--- config.mk ---
export PLATFORM = sky130hd
export DESIGN_NAME = pcx_ctrl
export DESIGN_NICKNAME = d
export VERILOG_FILES = /design/src/pcx_pkg.sv /design/src/pcx_ctrl.sv
export SDC_FILE = /design/constraint.sdc
export NUM_CORES = 1
export LEC_CHECK = 0
export BUFFER_PORTS_ARGS = -buffer_cell sky130_fd_sc_hd__buf_2
export CAP_MARGIN = 20
export CORE_AREA = 3 3 40 42
export DETAILED_ROUTE_END_ITERATION = 10
export DIE_AREA = 0 0 43 45
export GPL_ROUTABILITY_DRIVEN = 0
export PLACE_DENSITY = 0.45
export SLEW_MARGIN = 20
export SYNTH_ARGS = -nofsm -noshare
export SYNTH_HDL_FRONTEND = slang
export SYNTH_SLANG_ARGS = --single-unit
export TNS_END_PERCENT = 10
--- constraint.sdc ---
create_clock -name i_clk -period 1.4 [get_ports i_clk]
set_clock_uncertainty 0.15 [all_clocks]
set_input_delay 0.28 -clock i_clk [delete_from_list [all_inputs] [get_ports i_clk]]
set_output_delay 0.28 -clock i_clk [all_outputs]
set_load 0.01 [all_outputs]
--- src/pcx_pkg.sv ---
// Shared types and constants for the PCX run-length palette decoder.
// No dependencies; used by pcx_ctrl, pcx_datapath and the top level.
package pcx_pkg;

    // palette
    localparam int PAL_DEPTH = 256;
    localparam int PAL_AW    = (PAL_DEPTH > 1) ? $clog2(PAL_DEPTH) : 1;

    // run-length byte coding
    localparam logic [7:0] RUN_HDR_MASK = 8'hC0;
    localparam logic [5:0] RUN_CNT_MASK = 6'h3F;

    // configuration register indexes
    typedef enum logic [1:0] {
        CFG_SCAN_LINE_BYTES = 2'd0,
        CFG_IMAGE_WIDTH     = 2'd1,
        CFG_IMAGE_HEIGHT    = 2'd2
    } t_cfg_idx;

    localparam logic [15:0] RST_SCAN_LINE_BYTES = 16'd320;
    localparam logic [15:0] RST_IMAGE_WIDTH     = 16'd320;
    localparam logic [15:0] RST_IMAGE_HEIGHT    = 16'd200;

    // controller -> datapath
    typedef struct packed {
        logic pal_wr;      // write palette entry from input word
        logic hold_hdr;    // latch run count from header byte
        logic start_lit;   // start a one-pixel run
        logic start_held;  // start a run of the latched count
        logic step;        // advance one column
    } t_ctrl_cmd;

    // datapath -> controller
    typedef struct packed {
        logic is_hdr;      // current data byte is a run header
        logic held_zero;   // latched run count is zero
        logic out_free;    // output register can take a pixel
        logic run_done;    // this step ends the run
    } t_dp_status;

endpackage

--- src/pcx_ctrl.sv ---
// Controller FSM for the PCX decoder: input handshake, run sequencing.
// Depends on pcx_pkg.
module pcx_ctrl (
    input  logic                   i_clk,
    input  logic                   i_rst_n,
    input  logic                   i_in_valid,
    input  logic                   i_in_pal,
    input  pcx_pkg::t_dp_status    i_status,
    output logic                   o_in_ready,
    output pcx_pkg::t_ctrl_cmd     o_cmd
);

    typedef enum logic [1:0] {
        S_IDLE = 2'b01,
        S_RUN  = 2'b10
    } t_state;

    t_state r_state, n_state;
    logic   r_await, n_await;
    logic   accept;
    logic   data_acc;

    assign o_in_ready = (r_state == S_IDLE);
    assign accept     = o_in_ready & i_in_valid;
    assign data_acc   = accept & ~i_in_pal;

    always_comb begin
        n_state = r_state;
        n_await = r_await;
        o_cmd   = '0;
        o_cmd.pal_wr = accept & i_in_pal;
        unique case (r_state)
            S_IDLE: begin
                if (data_acc) begin
                    if (r_await) begin
                        // value byte of a run
                        o_cmd.start_held = 1'b1;
                        n_await          = 1'b0;
                        if (!i_status.held_zero) begin
                            n_state = S_RUN;
                        end
                    end else if (i_status.is_hdr) begin
                        o_cmd.hold_hdr = 1'b1;
                        n_await        = 1'b1;
                    end else begin
                        o_cmd.start_lit = 1'b1;
                        n_state         = S_RUN;
                    end
                end
            end
            S_RUN: begin
                o_cmd.step = i_status.out_free;
                if (i_status.out_free && i_status.run_done) begin
                    n_state = S_IDLE;
                end
            end
            default: begin
                n_state = S_IDLE;
            end
        endcase
    end

    always_ff @(posedge i_clk) begin
        if (!i_rst_n) begin
            r_state <= S_IDLE;
            r_await <= 1'b0;
        end else begin
            r_state <= n_state;
            r_await <= n_await;
        end
    end

endmodule

# After elaboration in Yosys (flattened, before gate mapping)
# Index checks and enable logic that the tools add are counted.
[totals] out_inout_bits=6 input_bits=8 register_bits=3 wordCells=29
[op_classes] eq_ne=6 n_bitwise=4 mux=14 n_reduce_logical=3
[ops] op="2-bit two-way mux" n=6
[ops] op="3-bit two-way mux" n=2
[ops] op="1-bit two-way mux" n=5
[ops] op="2-bit one-hot mux with 2 select lines" n=1
[ops] op="4-bit AND reduction" n=1
[ops] op="1-bit AND" n=3
[ops] op="3-bit by 2-bit != test with 1-bit output (second input constant)" n=1
[ops] op="3-bit != test (second input constant)" n=1
[ops] op="2-bit by 1-bit == test with 1-bit output (second input constant)" n=1
[ops] op="2-bit == test (second input constant)" n=1
[ops] op="2-bit by 1-bit != test with 1-bit output (second input constant)" n=1
[ops] op="2-bit != test (second input constant)" n=1
[ops] op="2-bit AND reduction" n=1
[ops] op="1-bit logical AND" n=1
[ops] op="1-bit NOT" n=1

# Logic depth before layout (Yosys ltp)
[depth] ltp_word=5 mapped_depth=3 mapped_depth_nobuf=3

# Least setup slack after synthesis
# OpenSTA, ideal clock, no wires.
[synth_path] kind="reg2out" startpoint="reg r_state[1]" endpoint="out o_cmd[2] (netlist name)" arrival_time_ns=0.934 t_required_ns=0.970 path_stages_with_launch=3 path_buffers=0 path_slack_ns=0.036 cell_sequence="dfxtp_1 > and4bb_4 > nor3b_1"
[synth_lines] element="from (decl)" line="pcx_ctrl.sv:18" rtl="t_state r_state, n_state;"
[synth_lines] element="from (signal assigned)" line="pcx_ctrl.sv:68" rtl="r_state <= n_state;"
[synth_lines] element="to (decl)" line="pcx_ctrl.sv:10" rtl="output pcx_pkg::t_ctrl_cmd o_cmd"

==> impl_metrics.tcl <==
set metrics [dict create \
    wl_um 514 \
    area_growth_pct 89.6 \
    seq_area_frac_synth_pct 35.6 \
    cts_root_buf "clkbuf_4" \
    cts_setup_buffers 0 \
    layout_setup_ws_ns -0.196 \
    synth_area_um2 169 \
    grt_first_pass_wirelength_um 869 \
    fin_crit_sh_pct 114 \
    leakage_nw 0.165 \
    cts_sinks 3 \
    power_mw 0.294 \
    yosys.area.top_type "dfxtp_1" \
    hpwl_um 387 \
    ys_types 15 \
    grt_max_degree 6 \
    core_um2 1280 \
    worstPathRequired_ns 0.97 \
    avgRoutedWirePerCell_um 9.70 \
    numPortBuffers 13 \
    path_class "reg2out" \
    hold_viol 0 \
    antenna_found_initial 0 \
    final_cell_mix "buf_2, clkbuf_4, buf_4, nor2b_1, dfxtp_1" \
    startpoint_type "register" \
    diodes 0 \
    via_per_inst 3.75 \
    min_path_type "in2reg" \
    synth.top_cell.area_share_pct 35.6 \
    nNetsFinal 47 \
    netlist_instances 18 \
    final_common_cell "buf_2" \
    grt-ovfl-total 0 \
    cts_max_path_buffers 2 \
    cts_buffers 3 \
    relSlewSlack_pct 86.3 \
    violations "negative setup slack" \
    vias 199 \
    cp-end-kind "output port" \
    setup_viol 4 \
    ys_warn_count 0 \
    slew_violations 0 \
    grt_setup_unrepaired "yes" \
    max_freq_mhz 627 \
    crit_path_max_incr_delay_ns 0.31 \
    layout-drive-gt1-share_pct 63.2 \
    num_rows 13 \
    power_density_nw_per_um2 917 \
    crit_chain "and4bb_4 > and3b_1 > buf_2" \
    worstPathMaxFanout 4 \
    postPlaceCellArea_um2 275 \
    yosys-top-cells-area "dfxtp_1, and4bb_4, nor2b_1" \
    clock_latency_ns 0.23 \
    first_global_vias 219 \
    start_util_pct 13.1 \
    die_area_um2 1940 \
    drc 0 \
    cts_tree "yes" \
    cts.clk_slew.worst_paths_ns 0.04 \
    run_status "complete, but fails checks" \
    finalCriticalPeriod_ns 1.60 \
    syn_nets 26 \
    nFillCells 139 \
    dr.pass1.iters 2 \
    grt_use_total_pct 6.49 \
    critPathArrivalTime_ns 1.17 \
    final_cell_area_um2 320 \
    ioPinCount 14 \
    path_buf_inv 1 \
    die_w_um 43 \
    critPathSlowestCell "dfxtp_2" \
    maxCapViolCount 0 \
    drt_iter0_drc 1 \
    crit_family "simple AND/OR/NAND/NOR gates" \
    dp_slack_ns -0.0683 \
    synth_seq_cells 3 \
    dieHeight_um 45 \
    h-tree-depth 1 \
    ant_nets 0 \
    fin_hold_ws_ns 0.101 \
    vdd_drop_max_uv 344 \
    avgSynthCellArea_um2 9.38 \
    worstMarginPinSlew_ns 0.205 \
]
where the power goes:
part	leakage (nW)	internal, mW	switching, mW	total (mW)
sequential	0.0249	0.0893	0.00279	0.0921
combinational	0.125	0.0273	0.0195	0.0468
clock	0.0150	0.107	0.0478	0.155
cells in the mapped netlist:
library cell / instances
dfxtp_1: 3
nor2b_1: 2
a32oi_1: 1
and2_1: 1
and3_1: 1
and3_2: 1
and3b_1: 1
and4bb_4: 1
inv_1: 1
mux2i_1: 1
nand2_1: 1
nand2b_1: 1
nor2_1: 1
nor3b_1: 1
o21a_1: 1
timing repair:
item,in CTS,in global routing
pin swaps,2,0
hold buffers,0,0
gates resized for setup,4,1
endpoints found under the setup margin,5,5
cell type report:
class	count	area (µm²)	share of cell area [%]
multi-input combinational	14	116	36.3
timing repair buffer	16	93.8	29.3
sequential	3	61.3	19.1
clock buffer	4	26.3	8.20
tap	15	18.8	5.86
inverter	1	3.75	1.17
kinds of logic after synthesis:
| logic type | after synthesis | synth area share [%] |
|---|---|---|
| compound gates | 2 | 9.63 |
| buf+inv | 1 | 2.22 |
| flops | 3 | 35.6 |
| mux | 1 | 5.93 |
| simple gates | 11 | 46.7 |
sequential cells by signal, summed over array words and instances (netlist names):
| register | cells |
|---|---|
| r_state | 2 |
| r_await | 1 |
through the flow:
step,TNS [ns],util [%],instances
after CTS,-0.555,24.8,53
final,-0.520,24.9,53
after floorplan,0,-,18
after global routing,-0.797,24.9,53
after global placement,-0.135,21.4,49
after detailed placement,-0.132,21.4,49
per-layer routing:
metal	share of wire, %	vias to the layer above	global-route usage [%]
met4	0	0	5.42
met3	15	0	4.38
met1	48	81	6.73
li1	-	104	-
met2	37	14	8.98
met5	0	-	0
worst paths after layout:
path	slack, ns	cells past startpoint	to	from
setup / recovery	-0.20	3	o_cmd[3]	r_state[1]
setup reg to reg	0.17	4	r_await	r_state[1]
hold / removal	0.10	2	r_state[0]	i_rst_n
hold reg to reg	0.50	3	r_state[1]	r_state[0]
Power figures use the tool's default switching activity.
